===== config.mk =====
export PLATFORM = sky130hd
export DESIGN_NAME = tce_seq
export DESIGN_NICKNAME = d
export VERILOG_FILES = /design/src/hw/rtl/tce_pkg.sv /design/src/hw/rtl/tce_seq.sv
export VERILOG_INCLUDE_DIRS = /design/src /design/src/hw/rtl
export SDC_FILE = /design/constraint.sdc
export NUM_CORES = 1
export LEC_CHECK = 0
export BUFFER_PORTS_ARGS = -buffer_cell sky130_fd_sc_hd__clkbuf_2
export CAP_MARGIN = 20
export CORE_MARGIN = 4
export CORE_UTILIZATION = 25
export DETAILED_ROUTE_END_ITERATION = 10
export HOLD_SLACK_MARGIN = 0.12
export PLACE_DENSITY_LB_ADDON = 0.08
export SLEW_MARGIN = 10
export SYNTH_ARGS = -nofsm -noshare
export SYNTH_HDL_FRONTEND = slang
export SYNTH_SLANG_ARGS = --single-unit

===== constraint.sdc =====
create_clock -name clk -period 3.1 [get_ports clk]
set_clock_uncertainty 0.1 [all_clocks]
set_input_delay 0.775 -clock clk [delete_from_list [all_inputs] [get_ports clk]]
set_output_delay 0.775 -clock clk [all_outputs]
set_load 0.005 [all_outputs]

===== src/hw/rtl/assert_macros.svh =====
// Assertion helpers shared by the console RTL.
`ifndef ASSERT_MACROS_SVH
`define ASSERT_MACROS_SVH

// Same-cycle implication, sampled on the rising clock edge, off during reset.
`define TCE_ASSERT_NOW(label, clk, rst_n, ante, cons, msg) \
  label: assert property (@(posedge clk) disable iff (!rst_n) (ante) |-> (cons)) \
    else $error(msg);

// Next-cycle implication, sampled on the rising clock edge, off during reset.
`define TCE_ASSERT_NEXT(label, clk, rst_n, ante, cons, msg) \
  label: assert property (@(posedge clk) disable iff (!rst_n) (ante) |=> (cons)) \
    else $error(msg);

`endif


===== src/hw/rtl/tce_pkg.sv =====
`timescale 1ns / 1ps
`default_nettype none
// ----------------------------------------------------------------------------
// Text console engine package
// Shared constants, item and result types, and the sequencer state type.
// ----------------------------------------------------------------------------
package tce_pkg;

  localparam int TCE_COLUMNS = 80;
  localparam int TCE_LINES   = 25;
  localparam int CELL_W      = 16;

  localparam logic [1:0] OP_PUT     = 2'd0;
  localparam logic [1:0] OP_READ    = 2'd1;
  localparam logic [1:0] OP_RECOLOR = 2'd2;

  localparam logic [7:0] CH_BS    = 8'd8;
  localparam logic [7:0] CH_TAB   = 8'd9;
  localparam logic [7:0] CH_NL    = 8'd10;
  localparam logic [7:0] CH_VT    = 8'd11;
  localparam logic [7:0] CH_CR    = 8'd13;
  localparam logic [7:0] CH_SPACE = 8'd32;
  localparam logic [7:0] CH_NUL   = 8'd0;

  localparam logic [2:0] TAB_GLYPHS = 3'd4;

  localparam logic REG_BACKGROUND = 1'b0;
  localparam logic REG_FOREGROUND = 1'b1;

  localparam logic [3:0] BG_RESET = 4'd0;
  localparam logic [3:0] FG_RESET = 4'd7;

  typedef struct packed {
    logic [10:0] cell_index;
    logic [7:0]  character;
    logic [1:0]  op;
  } tce_item_t;

  typedef struct packed {
    logic [4:0]        cursor_line;
    logic [6:0]        cursor_column;
    logic [CELL_W-1:0] cell_value;
  } tce_result_t;

  typedef enum logic [3:0] {
    ST_CLEAR,
    ST_IDLE,
    ST_EDGE,
    ST_DISPATCH,
    ST_GLYPH,
    ST_BS,
    ST_SCROLL_COPY,
    ST_SCROLL_FILL,
    ST_RECOLOR,
    ST_RDWAIT,
    ST_DONE
  } tce_state_t;

endpackage
`default_nettype wire


===== src/hw/rtl/tce_seq.sv =====
`timescale 1ns / 1ps
`default_nettype none
// ----------------------------------------------------------------------------
// Console sequencer
// Cursor registers and the state machine that reads and writes the screen
// memory for items, scroll, recolor and clear passes.
// ----------------------------------------------------------------------------
`include "assert_macros.svh"

module tce_seq
  import tce_pkg::*;
#(
  parameter int COLUMNS = TCE_COLUMNS,
  parameter int LINES   = TCE_LINES,
  parameter int CELLS   = COLUMNS * LINES,
  parameter int ADDR_W  = $clog2(CELLS)
) (
  input  wire logic              clk,
  input  wire logic              rst_n,
  input  wire logic              item_valid,
  output logic                   item_ready,
  input  wire tce_item_t         item,
  input  wire logic [7:0]        attr,
  output logic                   res_valid,
  input  wire logic              res_ready,
  output tce_result_t            res,
  output logic                   mem_re,
  output logic      [ADDR_W-1:0] mem_raddr,
  input  wire logic [CELL_W-1:0] mem_rdata,
  output logic                   mem_we,
  output logic      [ADDR_W-1:0] mem_waddr,
  output logic      [CELL_W-1:0] mem_wdata
);

  localparam int COL_W  = (COLUMNS > 1) ? $clog2(COLUMNS) : 1;
  localparam int LINE_W = (LINES > 1) ? $clog2(LINES) : 1;
  localparam int CNT_W  = $clog2(CELLS + 1);

  localparam logic [COL_W-1:0]  COL_LAST  = COL_W'(COLUMNS - 1);
  localparam logic [LINE_W-1:0] LINE_LAST = LINE_W'(LINES - 1);
  localparam logic [CNT_W-1:0]  S_CELLS   = CNT_W'(CELLS);
  localparam logic [CNT_W-1:0]  S_LAST    = CNT_W'(CELLS - 1);
  localparam logic [CNT_W-1:0]  S_COLS    = CNT_W'(COLUMNS);
  localparam logic [CNT_W-1:0]  S_COLS1   = CNT_W'(COLUMNS + 1);
  localparam logic [CNT_W-1:0]  S_FILL    = CNT_W'(CELLS - COLUMNS);

  tce_state_t        state_r, state_nxt;
  tce_state_t        ret_r, ret_nxt;
  logic [COL_W-1:0]  col_r, col_nxt;
  logic [LINE_W-1:0] line_r, line_nxt;
  logic [CNT_W-1:0]  s_r, s_nxt;
  logic [2:0]        cnt_r, cnt_nxt;
  tce_item_t         item_r, item_nxt;
  logic [CELL_W-1:0] value_r, value_nxt;

  logic [ADDR_W-1:0] cur_addr;
  logic [7:0]        glyph;

  assign cur_addr = ADDR_W'(32'(line_r) * COLUMNS + 32'(col_r));
  assign glyph    = (item_r.character == CH_TAB) ? CH_SPACE : item_r.character;

  always_ff @(posedge clk) begin
    if (!rst_n) begin
      state_r <= ST_CLEAR;
      ret_r   <= ST_IDLE;
      col_r   <= '0;
      line_r  <= '0;
      s_r     <= '0;
      cnt_r   <= '0;
    end else begin
      state_r <= state_nxt;
      ret_r   <= ret_nxt;
      col_r   <= col_nxt;
      line_r  <= line_nxt;
      s_r     <= s_nxt;
      cnt_r   <= cnt_nxt;
    end
  end

  always_ff @(posedge clk) begin
    item_r  <= item_nxt;
    value_r <= value_nxt;
  end

  always_comb begin
    logic       down_req;
    tce_state_t down_ret;
    down_req   = 1'b0;
    down_ret   = ST_DONE;
    state_nxt  = state_r;
    ret_nxt    = ret_r;
    col_nxt    = col_r;
    line_nxt   = line_r;
    s_nxt      = s_r;
    cnt_nxt    = cnt_r;
    item_nxt   = item_r;
    value_nxt  = value_r;
    item_ready = 1'b0;
    res_valid  = 1'b0;
    mem_re     = 1'b0;
    mem_raddr  = '0;
    mem_we     = 1'b0;
    mem_waddr  = '0;
    mem_wdata  = '0;

    unique case (state_r)
      ST_CLEAR: begin
        mem_we    = 1'b1;
        mem_waddr = ADDR_W'(s_r);
        if (s_r == S_LAST) begin
          state_nxt = ST_IDLE;
        end else begin
          s_nxt = s_r + 1'b1;
        end
      end
      ST_IDLE: begin
        item_ready = 1'b1;
        if (item_valid) begin
          item_nxt  = item;
          value_nxt = '0;
          unique case (item.op)
            OP_PUT: begin
              state_nxt = ST_EDGE;
            end
            OP_READ: begin
              if (32'(item.cell_index) < CELLS) begin
                mem_re    = 1'b1;
                mem_raddr = ADDR_W'(item.cell_index);
                state_nxt = ST_RDWAIT;
              end else begin
                state_nxt = ST_DONE;
              end
            end
            OP_RECOLOR: begin
              s_nxt     = '0;
              state_nxt = ST_RECOLOR;
            end
            default: begin
              state_nxt = ST_DONE;
            end
          endcase
        end
      end
      ST_EDGE: begin
        if (col_r >= COL_LAST) begin
          col_nxt  = '0;
          down_req = 1'b1;
          down_ret = ST_DISPATCH;
        end else begin
          state_nxt = ST_DISPATCH;
        end
      end
      ST_DISPATCH: begin
        unique case (item_r.character)
          CH_NL: begin
            col_nxt  = '0;
            down_req = 1'b1;
            down_ret = ST_DONE;
          end
          CH_VT: begin
            down_req = 1'b1;
            down_ret = ST_DONE;
          end
          CH_CR: begin
            col_nxt   = '0;
            state_nxt = ST_DONE;
          end
          CH_TAB: begin
            cnt_nxt   = TAB_GLYPHS;
            state_nxt = ST_GLYPH;
          end
          CH_BS: begin
            if (col_r == '0) begin
              if (line_r != '0) begin
                line_nxt = line_r - 1'b1;
              end
              col_nxt = COL_LAST;
            end else begin
              col_nxt = col_r - 1'b1;
            end
            state_nxt = ST_BS;
          end
          default: begin
            cnt_nxt   = 3'd1;
            state_nxt = ST_GLYPH;
          end
        endcase
      end
      ST_GLYPH: begin
        if (col_r >= COL_LAST) begin
          col_nxt  = '0;
          down_req = 1'b1;
          down_ret = ST_GLYPH;
        end else begin
          mem_we    = 1'b1;
          mem_waddr = cur_addr;
          mem_wdata = {attr, glyph};
          col_nxt   = col_r + 1'b1;
          cnt_nxt   = cnt_r - 1'b1;
          if (cnt_r == 3'd1) begin
            state_nxt = ST_DONE;
          end
        end
      end
      ST_BS: begin
        mem_we    = 1'b1;
        mem_waddr = cur_addr;
        mem_wdata = {attr, CH_NUL};
        state_nxt = ST_DONE;
      end
      ST_SCROLL_COPY: begin
        if (s_r < S_CELLS) begin
          mem_re    = 1'b1;
          mem_raddr = ADDR_W'(s_r);
        end
        if (s_r > S_COLS) begin
          mem_we    = 1'b1;
          mem_waddr = ADDR_W'(s_r - S_COLS1);
          mem_wdata = mem_rdata;
        end
        if (s_r == S_CELLS) begin
          s_nxt     = S_FILL;
          state_nxt = ST_SCROLL_FILL;
        end else begin
          s_nxt = s_r + 1'b1;
        end
      end
      ST_SCROLL_FILL: begin
        mem_we    = 1'b1;
        mem_waddr = ADDR_W'(s_r);
        mem_wdata = {attr, CH_NUL};
        if (s_r == S_LAST) begin
          state_nxt = ret_r;
        end else begin
          s_nxt = s_r + 1'b1;
        end
      end
      ST_RECOLOR: begin
        if (s_r < S_CELLS) begin
          mem_re    = 1'b1;
          mem_raddr = ADDR_W'(s_r);
        end
        if (s_r != '0) begin
          mem_we    = 1'b1;
          mem_waddr = ADDR_W'(s_r - 1'b1);
          mem_wdata = {attr, mem_rdata[7:0]};
        end
        if (s_r == S_CELLS) begin
          state_nxt = ST_DONE;
        end else begin
          s_nxt = s_r + 1'b1;
        end
      end
      ST_RDWAIT: begin
        value_nxt = mem_rdata;
        state_nxt = ST_DONE;
      end
      ST_DONE: begin
        res_valid = 1'b1;
        if (res_ready) begin
          state_nxt = ST_IDLE;
        end
      end
      default: begin
        state_nxt = ST_IDLE;
      end
    endcase

    if (down_req) begin
      if (line_r == LINE_LAST) begin
        s_nxt     = S_COLS;
        ret_nxt   = down_ret;
        state_nxt = ST_SCROLL_COPY;
      end else begin
        line_nxt  = line_r + 1'b1;
        state_nxt = down_ret;
      end
    end
  end

  assign res.cell_value    = value_r;
  assign res.cursor_column = 7'(col_r);
  assign res.cursor_line   = 5'(line_r);

  `TCE_ASSERT_NOW(a_col_range, clk, rst_n, 1'b1, col_r <= COL_LAST, "cursor column out of range")
  `TCE_ASSERT_NOW(a_line_range, clk, rst_n, 1'b1, line_r <= LINE_LAST, "cursor line out of range")
  `TCE_ASSERT_NOW(a_idle_no_write, clk, rst_n, state_r == ST_IDLE, !mem_we, "memory write while idle")
  `TCE_ASSERT_NEXT(a_rdwait_done, clk, rst_n, state_r == ST_RDWAIT, state_r == ST_DONE, "read result lost")

endmodule
`default_nettype wire


==> summary.md, run 1 <==
| Metric | Value |
|---|---|
| Status | complete, but fails checks |
| Failing checks | negative setup slack |
| Worst Path Required | roughly 2.2 ns |
| Setup crit end kind | output pin |
| Post-synth top flop | dfxtp_1 |
| Fill count | between 1500 and 2000 |
| Slew Limit Headroom | about half |
| Root Driver | clkbuf_16 |
| Pleak | ~2.8 nW |
| Total wire length | about 18000 um |
| Height of the die | 145 um |
| Pwr/cell area | roughly 300 mW/mm^2 |
| Diode count | 0 |
| Ports | about 120 |
| Detailed Place HPWL | 13800 um |
| Post-synth EDFFs | 24 |
| Grt total ovfl | 0 |
| All-layer global routing usage | between 10% and 20% |
| Post-Syn Area per Cell | 8.43 sq um |
| Number of buffers created by CTS | 9 |
| Worst-path clk slew | approximately 0.06 ns |
| Ranking of synthesized cells by area | edfxtp_1 15%, dfxtp_1 14%, ha_1 5.3% |
| Maximum fanout along the worst path | 2 |
| RSZ-0062 raised after global routing | yes |
| Critical path type | flip-flop to output pin |
| RD Place Congestion | about 0.9 |
| Sequential area share after synthesis | 29.7% |
| Hold WC Path Type | flip-flop to flip-flop |
| Yosys reg bits | between 50 and 60 |
| Num Clock Sinks | just under 60 |
| Later-pin clock latency in the skew report | approximately 0.34 ns |
| Core outline area | between 0.015 and 0.02 sq mm |
| Commonest cells post-synth | 46 x nor2_1, 38 x a21oi_1, 36 x nand2_1 |
| Via density | 5.27 |
| WL/cell | ~19 um |
| Share of the synthesized area in the top cell type | between 10% and 20% |
| Fin worst setup slack | -0.267 ns |
| Rows | 49 |
| Distinct cell type count after synthesis | 90 |
| Min Hold Slack | 0.392 ns |
| First-pass GRT wire length | roughly 28000 um |
| Via count | around 5100 |
| Initial DRC Count | around 340 |
| Yosys top cell by area | edfxtp_1 |
| Layout cell share with drive strength beyond 1 | 41.0% |
| Setup tns final | -1.74 ns |
| Fin. Hold Viols | 0 |
| Pin count of the biggest net entering global routing | 22 |
| Total power | 2.04 mW |
| Vias in the first global route | 4991 |
| Crit share post-route | 109% |
| Port buffer count | 118 |
| Max_cap viols | 0 |
| Final setup fails | 23 |
| Startpoint Class | flip-flop |
| Register-to-Register Path Depth | 7 |
| Arrival @ worst endpoint | 2.49 ns |
| Most frequent cell after synthesis | nor2_1 |
| Drc violations | 0 |
| Minimum clock period | approximately 3.4 ns |
| Ys Warns | 0 |
| Mapped Area | 0.00471 sq mm |
| Nets | between 700 and 800 |
| Layout overhead on the synthesized area | 41.8% |
| Fmax | between 0.2 and 0.3 GHz |
| Die area | approximately 0.021 sq mm |
| Clock Tree Buf Depth | 2 |
| Die Width | 145 um |
| WHS Path Cells | 2 |
| Peak VDD IR | between 0.2 and 0.3 mV |
| CTS tree | yes |
| CTS H-tree lvls | 3 |
| Post-Syn Nets | 630 |
| Least-Margin Pin Slew | between 0.7 and 0.8 ns |
| Async set-reset flop share out of synthesis | 0% |
| Post-route ant nets | 0 |
| Initial antenna violation count | 0 |
| Max-slew violations | 0 |
| Initial Utilization | 25.8% |
| Mapped Cells | approximately 560 |
| 1st-pass router iterations | 5 |
-- cell type report --
| cell class | count | area (sq um) | area share (%) |
|---|---|---|---|
| clock inverter | 6 | 81.3 | 1.22 |
| sequential | 58 | 1410 | 21.2 |
| multi-input combinational | 436 | 3320 | 49.7 |
| inverter | 21 | 83.8 | 1.25 |
| clock buffer | 10 | 229 | 3.43 |
| timing repair buffer | 201 | 1270 | 19.0 |
| tap | 229 | 287 | 4.29 |
-- sequential cells by signal, indices dropped and copies added, names as in the netlist --
name     cells
state_r      4
value_r     16
cnt_r        3
item_r       8
col_r        7
s_r         11
line_r       5
ret_r        4
-- cells by family (layout without fill, tap and decap cells) --
group	Yosys count	count (layout)	share of synthesized area (%)
AOI/OAI and AO/OA	197	197	30.8
adders and majority gates	22	22	6.16
xor gates and xnor gates	12	12	2.23
DFF	58	58	29.7
muxes	1	1	0.212
buffers and inverters	66	238	6.03
and+or+nand+nor	203	204	24.9
-- report_power, final --
part           total [mW]  leakage (nW)  internal [mW]  switching (mW)
clock                1.07         0.152          0.698           0.373
sequential          0.798         0.460          0.794         0.00421
combinational       0.168          2.16         0.0803          0.0874
-- cells in the final DEF (no fill, tap or decap), types with 5 or more instances in the layout --
master / synthesis / routed
clkbuf_2: 0 / 110
buf_4: 0 / 69
nor2_1: 46 / 41
nand2_1: 36 / 33
a21oi_1: 38 / 30
a22o_1: 27 / 27
dfxtp_1: 34 / 26
edfxtp_1: 24 / 24
and2_1: 19 / 19
o21ai_0: 23 / 17
inv_1: 19 / 16
nand3_1: 15 / 15
ha_1: 20 / 15
nor3_1: 14 / 13
o21ai_1: 12 / 12
buf_6: 2 / 12
nand2b_1: 10 / 9
o211ai_1: 9 / 9
clkbuf_16: 0 / 9
buf_2: 17 / 9
a21oi_2: 2 / 8
a211oi_1: 8 / 8
a31oi_1: 8 / 8
a22oi_1: 7 / 7
dfxtp_2: 0 / 7
o21ai_2: 0 / 6
nand4_1: 6 / 6
nor2b_1: 7 / 6
xnor2_1: 7 / 6
o31ai_1: 6 / 6
a311oi_1: 7 / 6
a21o_1: 5 / 5
or2_2: 5 / 5
ha_4: 0 / 5
-- final timing paths --
kind / to / slack (ns) / start
worst min-delay path: cnt_r[1] / 0.39 / cnt_r[1]
worst max register to register: s_r[9] / 0.52 / state_r[3]
worst max-delay path: mem_waddr[10] / -0.27 / line_r[3]
worst min register to register: cnt_r[1] / 0.39 / cnt_r[1]
-- metal layers --
metal | vias up | part of all wire, % | global-route usage (%) | wire length (um)
li1 | 2458 | - | - | -
met1 | 2461 | 44 | 21.2 | 8070
met2 | 129 | 50 | 28.6 | 9110
met3 | 18 | 4.1 | 4.21 | 739
met4 | 0 | 1.4 | 4.37 | 251
met5 | - | 0 | 0 | 0
-- per-stage QoR --
| step | util [%] | instances | setup WS [ns] | area [sq um] |
|---|---|---|---|---|
| finish | 36.6 | 961 | -0.267 | 6680 |
| global route | 36.6 | 961 | -0.409 | 6680 |
| CTS | 35.6 | 952 | -0.295 | 6510 |
| detailed placement | 32.2 | 925 | -0.126 | 5880 |
| global placement | 32.2 | 925 | -0.127 | 5880 |
| floorplan | - | 559 | 0.00705 | 4710 |
-- critical path, stage by stage, from the launching register on --
cell and delay [ns]:
dfxtp_2 0.32, ha_4 0.27, ha_4 0.13, inv_2 0.04, fa_2 0.35, xor2_2 0.16, nor3b_2 0.17, xor2_1 0.18
xnor2_1 0.10, a221o_1 0.30, buf_2 0.13
-- what timing repair did --
item	CTS	global route
endpoints found under the hold margin	0	0
setup endpoints to repair	40	40
buffers inserted	10	8
pin swaps	28	16
cloned	1	1
gates resized for setup	62	36
hold buffers	0	0
Power figures use the tool's default switching activity.
==> run 2, diff against run 1 <==
==> constraint.sdc (replaced) <==
create_clock -name clk -period 3.4 [get_ports clk]
set_clock_uncertainty 0.1 [all_clocks]
set_input_delay 0.85 -clock clk [delete_from_list [all_inputs] [get_ports clk]]
set_output_delay 0.85 -clock clk [all_outputs]
set_load 0.005 [all_outputs]
==> summary.md, run 2 (synthesized netlist as in run 1, its figures left out) <==
| Metric | Value |
|---|---|
| Status | complete, but fails checks |
| Failing checks | negative setup slack |
| Finished Core Util | 34.1% (-2.4 points) |
| Maximum fanout along the worst path | 2 (unchanged) |
| Detailed Place HPWL | 13500 um (-2.1%) |
| CP max-delay cell | fa_2 |
| Arrival @ worst endpoint | 2.54 ns (+0.05 ns) |
| Reg2reg start | item_r[7] |
| Critical Path Max Stage Delay | 0.36 ns (about the same) |
| All-layer global routing usage | 15.9% (-0.88 points) |
| Drc violations | 0 (unchanged) |
| Die area | 0.0211 sq mm (unchanged) |
| Most flop-heavy register | value_r |
| Initial Utilization | 25.8% (unchanged) |
| Minimum clock period | ~3.5 ns |
| CTS H-tree lvls | 3 (unchanged) |
| Nets | 765 (-4.1%) |
| Total wire length | 17100 um (-5.8%) |
| Area post-placement | 0.00572 sq mm (-2.7%) |
| Storage cell area | 0.00141 sq mm (-0.44%) |
| Die Width | 145 um (unchanged) |
| # hold bufs at CTS | 0 (unchanged) |
| Number of buffers created by CTS | 9 (unchanged) |
| Diode count | 0 (unchanged) |
| Most frequent cells in the layout | 118 x clkbuf_2, 50 x buf_4, 44 x nor2_1, 38 x a21oi_1, 36 x nand2_1 |
| Routed wl met2 | 8270 um (-9.3%) |
| Slew Limit Headroom | 48.3% (-1.2 points) |
| Most common cell after layout, fill and taps aside | clkbuf_2 |
| Multi-input gate area | 0.00314 sq mm (-5.4%) |
| Layout overhead on the synthesized area | 32.4% |
| Fin. Hold Viols | 0 (unchanged) |
| Max-slew violations | 0 (unchanged) |
| Initial DRC Count | 361 (+7.4%) |
| Number of flip-flops in the largest register | 16 (unchanged) |
| Least-Margin Pin Slew | 0.772 ns (+0.0186 ns) |
| CP delay by family, top | adder cells |
| Pleak | 2.55 nW (-7.9%) |
| Hold WC Path Type | flip-flop to flip-flop |
| Setup tns final | -0.109 ns (+1.64 ns) |
| Most used cell along the critical path | ha_4 |
| Grt total ovfl | 0 (unchanged) |
| WL/cell | 18.4 um (-2.5%) |
| Reg2Reg Setup Slack | 0.86 ns (+0.34 ns) |
| Vias in the first global route | 4775 (-4.3%) |
| Post-Route M1 WL | 7570 um (-6.1%) |
| Critical path type | flip-flop to output pin |
| First-pass GRT wire length | 26900 um (-4.9%) |
| Final Cell Area | 0.00623 sq mm (-6.7%) |
| Worst-path clk slew | 0.06 ns (about the same) |
| Initial antenna violation count | 0 (unchanged) |
| Top layer in use | met4 |
| Crit share post-route | 103% |
| 1st-pass router iterations | 5 (unchanged) |
| Pin count of the biggest net entering global routing | 23 (+4.5%) |
| Fill count | 1908 (-0.63%) |
| Worst Path Buf+Inv | 2 (unchanged) |
| Height of the die | 145 um (unchanged) |
| Max_cap viols | 0 (unchanged) |
| Fmax | between 0.2 and 0.3 GHz |
| Fin worst setup slack | -0.0913 ns (+0.176 ns) |
| Root Driver | clkbuf_16 |
| Num Clock Sinks | 58 (unchanged) |
| WHS Path Cells | 2 (unchanged) |
| Rows | 49 (unchanged) |
| Post-route ant nets | 0 (unchanged) |
| Startpoint Class | flip-flop |
| Core outline area | 0.0183 sq mm (unchanged) |
| Layout cell share with drive strength beyond 1 | 33.5% (-7.5 points) |
| Pwr/cell area | 309 mW/mm^2 (+1.3%) |
| Worst Path Required | 2.45 ns (+0.23 ns) |
| Later-pin clock latency in the skew report | 0.34 ns (about the same) |
| RSZ-0062 raised after global routing | yes |
| Min-delay src | ret_r[2] |
| Setup crit end kind | output pin |
| Clock Tree Buf Depth | 2 (unchanged) |
| Final setup fails | 2 (-91%) |
| CTS tree | yes |
| R2r endpoint | s_r[3] |
| Via density | 5.28 (+0.10%) |
| RD Place Congestion | 0.869 (-1.1%) |
| WHS Endpoint | ret_r[2] |
| Largest regs | value_r (16), s_r (11), item_r (8) |
| Via count | 4897 (-3.3%) |
| Port buffer count | 118 (unchanged) |
| Peak VDD IR | 0.270 mV (+6.6%) |
| Met3 wire length | 867 um (+17%) |
| Ports | 119 (unchanged) |
| Register-to-Register Path Depth | 6 (-1) |
| Crit-path cells | ha_4, ha_4, inv_2, fa_2, xor2_2, nor3b_2, xor2_1, xnor2_1, a221o_1, clkbuf_2 |
[run 2: cell count changes in the layout (fill, tap and decap cells not counted), sizes merged, moves of 2 or more]
cell	delta
buf	-40
clkbuf	+8
clkinv	-4
clkinvlp	+2
[run 2: worst register-to-register path: stages (launching register included)]
cell and delay (ns):
edfxtp_1 0.41, nor4_2 0.46, nand4_1 0.27, a21bo_1 0.47, nand2_1 0.21, nand2_1 0.37, nor3_1 0.12
[run 2: worst max-delay path by stage]
stage / from / endpoint / slack (ns) / cells past startpoint
floorplan: line_r[1] / mem_waddr[10] / 0.13 / 8
detailed placement: line_r[1] / mem_waddr[10] / 0.09 / 9
global placement: line_r[1] / mem_waddr[10] / 0.11 / 10
CTS: line_r[1] / mem_waddr[10] / -0.11 / 10
global route: line_r[1] / mem_waddr[10] / -0.20 / 10
finish: line_r[1] / mem_waddr[10] / -0.09 / 10
[run 2: metrics by stage]
| step | hold slack (ns) | power [mW] | setup WS (ns) | cells |
|---|---|---|---|---|
| 2_1_floorplan | 0.354 | 0.803 | 0.129 | 559 |
| 3_3_place_gp | 0.373 | 0.857 | 0.109 | 906 |
| 3_5_place_dp | 0.391 | 0.858 | 0.0912 | 906 |
| 4_1_cts | 0.405 | 1.95 | -0.105 | 923 |
| 5_1_grt | 0.421 | 1.99 | -0.197 | 928 |
| 6_report | 0.393 | 1.93 | -0.0913 | 928 |
[run 2: power breakdown]
group / total [mW] / switching [mW] / internal, mW
clock network: 1.07 / 0.356 / 0.718
logic: 0.124 / 0.0679 / 0.0557
registers: 0.727 / 0.00335 / 0.724
[run 2: area by class of cell]
type	count	area share, %
Clock buffer	10	3.67
Clock inverter	6	1.83
Inverter	21	1.30
Multi-Input combinational cell	435	50.4
Sequential cell	58	22.6
Tap cell	229	4.60
Timing Repair Buffer	169	15.7
[run 2: per-layer routing]
layer | vias to the layer above | global-route usage (%)
met3 | 23 | 2.46
met1 | 2332 | 20.5
met4 | 0 | 6.13
met2 | 155 | 26.9
met5 | - | 0
li1 | 2387 | -
[run 2: what timing repair did]
action / in CTS / in global routing
setup endpoints to repair: 7 / 36
gates resized for setup: 18 / 13
pin swaps: 8 / 9
setup buffers: 1 / 5
==> run 3, diff against run 2 <==
--- a/config.mk
+++ b/config.mk
@@ -11,8 +11,8 @@
 export CORE_MARGIN = 4
 export CORE_UTILIZATION = 25
 export DETAILED_ROUTE_END_ITERATION = 10
-export HOLD_SLACK_MARGIN = 0.12
-export PLACE_DENSITY_LB_ADDON = 0.08
+export HOLD_SLACK_MARGIN = 0.06
+export PLACE_DENSITY = 0.44
 export SLEW_MARGIN = 10
 export SYNTH_ARGS = -nofsm -noshare
 export SYNTH_HDL_FRONTEND = slang
==> summary.md, run 3 (synthesized netlist as in run 1, its figures left out) <==
| Metric | Value |
|---|---|
| Status | complete, but fails checks |
| Failing checks | negative setup slack |
| Post-Route M1 WL | 7390 um (-2.4%) |
| Least-Margin Pin Slew | 0.788 ns (+0.0163 ns) |
| Worst-path clk slew | 0.06 ns (about the same) |
| Critical path type | flip-flop to output pin |
| Startpoint Class | flip-flop |
| Reg2Reg Setup Slack | 0.87 ns (about the same) |
| Total wire length | 17000 um (-0.71%) |
| Initial Utilization | 25.8% (unchanged) |
| Port buffer count | 118 (unchanged) |
| Layout cell share with drive strength beyond 1 | 34.3% (+0.81 points) |
| Later-pin clock latency in the skew report | 0.34 ns (about the same) |
| Register-to-Register Path Depth | 8 (+2) |
| Min-delay src | ret_r[0] |
| Minimum clock period | 3.46 ns (-0.0354 ns) |
| Drc violations | 0 (unchanged) |
| Post-route ant nets | 0 (unchanged) |
| Largest regs | value_r (16), s_r (11), item_r (8) |
| Layout overhead on the synthesized area | 32.6% |
| Setup tns final | -0.0560 ns (+0.0527 ns) |
| Most frequent cells in the layout | 118 x clkbuf_2, 51 x buf_4, 44 x nor2_1, 37 x a21oi_1, 36 x nand2_1 |
| RD Place Congestion | 0.876 (+0.77%) |
| Met3 wire length | 748 um (-14%) |
| Pin count of the biggest net entering global routing | 20 (-13%) |
| Via density | 5.29 (+0.16%) |
| First-pass GRT wire length | 26900 um (about the same) |
| 1st-pass router iterations | 5 (unchanged) |
| Number of flip-flops in the largest register | 16 (unchanged) |
| R2r endpoint | line_r[4] |
| Grt total ovfl | 0 (unchanged) |
| Worst Path Required | 2.45 ns (about the same) |
| Arrival @ worst endpoint | 2.51 ns (-0.03 ns) |
| Routed wl met2 | 8420 um (+1.8%) |
| Area post-placement | 0.00574 sq mm (+0.26%) |
| CTS H-tree lvls | 3 (unchanged) |
| Pwr/cell area | 299 mW/mm^2 (-3.1%) |
| Pleak | 2.55 nW (about the same) |
| Ports | 119 (unchanged) |
| Num Clock Sinks | 58 (unchanged) |
| Number of buffers created by CTS | 9 (unchanged) |
| Root Driver | clkbuf_16 |
| Fin worst setup slack | -0.0560 ns (+0.0354 ns) |
| Slew Limit Headroom | 47.2% (-1.1 points) |
| WHS Endpoint | ret_r[0] |
| # hold bufs at CTS | 0 (unchanged) |
| Reg2reg start | col_r[0] |
| Clock Tree Buf Depth | 2 (unchanged) |
| Fmax | 0.289 GHz (+1.0%) |
| Initial antenna violation count | 0 (unchanged) |
| Diode count | 0 (unchanged) |
| Rows | 49 (unchanged) |
| Final setup fails | 1 (-1) |
| Detailed Place HPWL | 13300 um (-1.7%) |
| Maximum fanout along the worst path | 3 (+1) |
| Hold WC Path Type | flip-flop to flip-flop |
| WL/cell | 18.3 um (-0.82%) |
| Max-slew violations | 0 (unchanged) |
| Most common cell after layout, fill and taps aside | clkbuf_2 |
| Vias in the first global route | 4777 (+0.042%) |
| WHS Path Cells | 2 (unchanged) |
| Die Width | 145 um (unchanged) |
| Core outline area | 0.0183 sq mm (unchanged) |
| RSZ-0062 raised after global routing | yes |
| Height of the die | 145 um (unchanged) |
| Initial DRC Count | 389 (+7.8%) |
| CTS tree | yes |
| Finished Core Util | 34.2% (+0.055 points) |
| Via count | 4910 (+0.27%) |
| Nets | 766 (+0.13%) |
| Setup crit end kind | output pin |
| Final Cell Area | 0.00624 sq mm (+0.16%) |
| Die area | 0.0211 sq mm (unchanged) |
| Top layer in use | met4 |
| Crit share post-route | 102% (-1.0 points) |
| Most flop-heavy register | value_r |
| Max_cap viols | 0 (unchanged) |
| All-layer global routing usage | 15.9% (-0.044 points) |
| Fin. Hold Viols | 0 (unchanged) |
| Peak VDD IR | 0.203 mV (-25%) |
-- run 3: worst max-delay path by stage --
stage,slack [ns],startpoint,cells after the start,end
2_1_floorplan,0.13,line_r[1],8,mem_waddr[10]
3_3_place_gp,0.12,line_r[1],10,mem_waddr[10]
3_5_place_dp,0.09,line_r[1],10,mem_waddr[10]
4_1_cts,-0.09,line_r[1],10,mem_waddr[10]
5_1_grt,-0.17,line_r[3],9,mem_waddr[10]
6_report,-0.06,line_r[3],9,mem_waddr[10]
-- run 3: metrics by stage --
stage | cells | total power [mW] | setup WS (ns) | hold WS (ns)
5_1_grt | 929 | 1.93 | -0.169 | 0.419
4_1_cts | 925 | 1.89 | -0.0867 | 0.394
3_5_place_dp | 908 | 0.861 | 0.0858 | 0.381
6_report | 929 | 1.87 | -0.0560 | 0.395
3_3_place_gp | 908 | 0.860 | 0.122 | 0.373
2_1_floorplan | 559 | 0.803 | 0.129 | 0.354
-- run 3: cell type report --
type                    instances  area, sq um
fillers                      1902        12000
multi-input cells             435         3160
clock inverters                 7          101
well taps                     229          287
flip-flops and latches         58         1410
repair buffers                170          985
clock buffers                   9          225
inverters                      21         81.3
-- run 3: critical path, cell delays in order, from the launching register on --
cell      delay (ns)
dfxtp_2         0.34
ha_4            0.24
ha_4            0.16
inv_2           0.05
fa_2            0.46
nor3b_2         0.21
xor2_1          0.19
xnor2_1         0.10
a221o_1         0.31
clkbuf_2        0.11
-- run 3: power breakdown --
part	internal [mW]	leakage [nW]	switching, mW	total [mW]
clock	0.647	0.153	0.367	1.01
sequential	0.723	0.459	0.00249	0.725
combinational	0.0594	1.94	0.0692	0.129
-- run 3: timing repair --
item                                    in CTS  in global routing
pin swaps                                    8                 10
endpoints found under the hold margin        0                  0
gates resized for setup                     19                 17
endpoints found under the setup margin      12                 15
buffers inserted                             1                  4
-- run 3: metal layers --
metal / vias up / GRT usage, %
li1: 2400 / -
met1: 2341 / 19.5
met2: 141 / 27.6
met3: 28 / 2.78
met4: 0 / 6.13
met5: - / 0
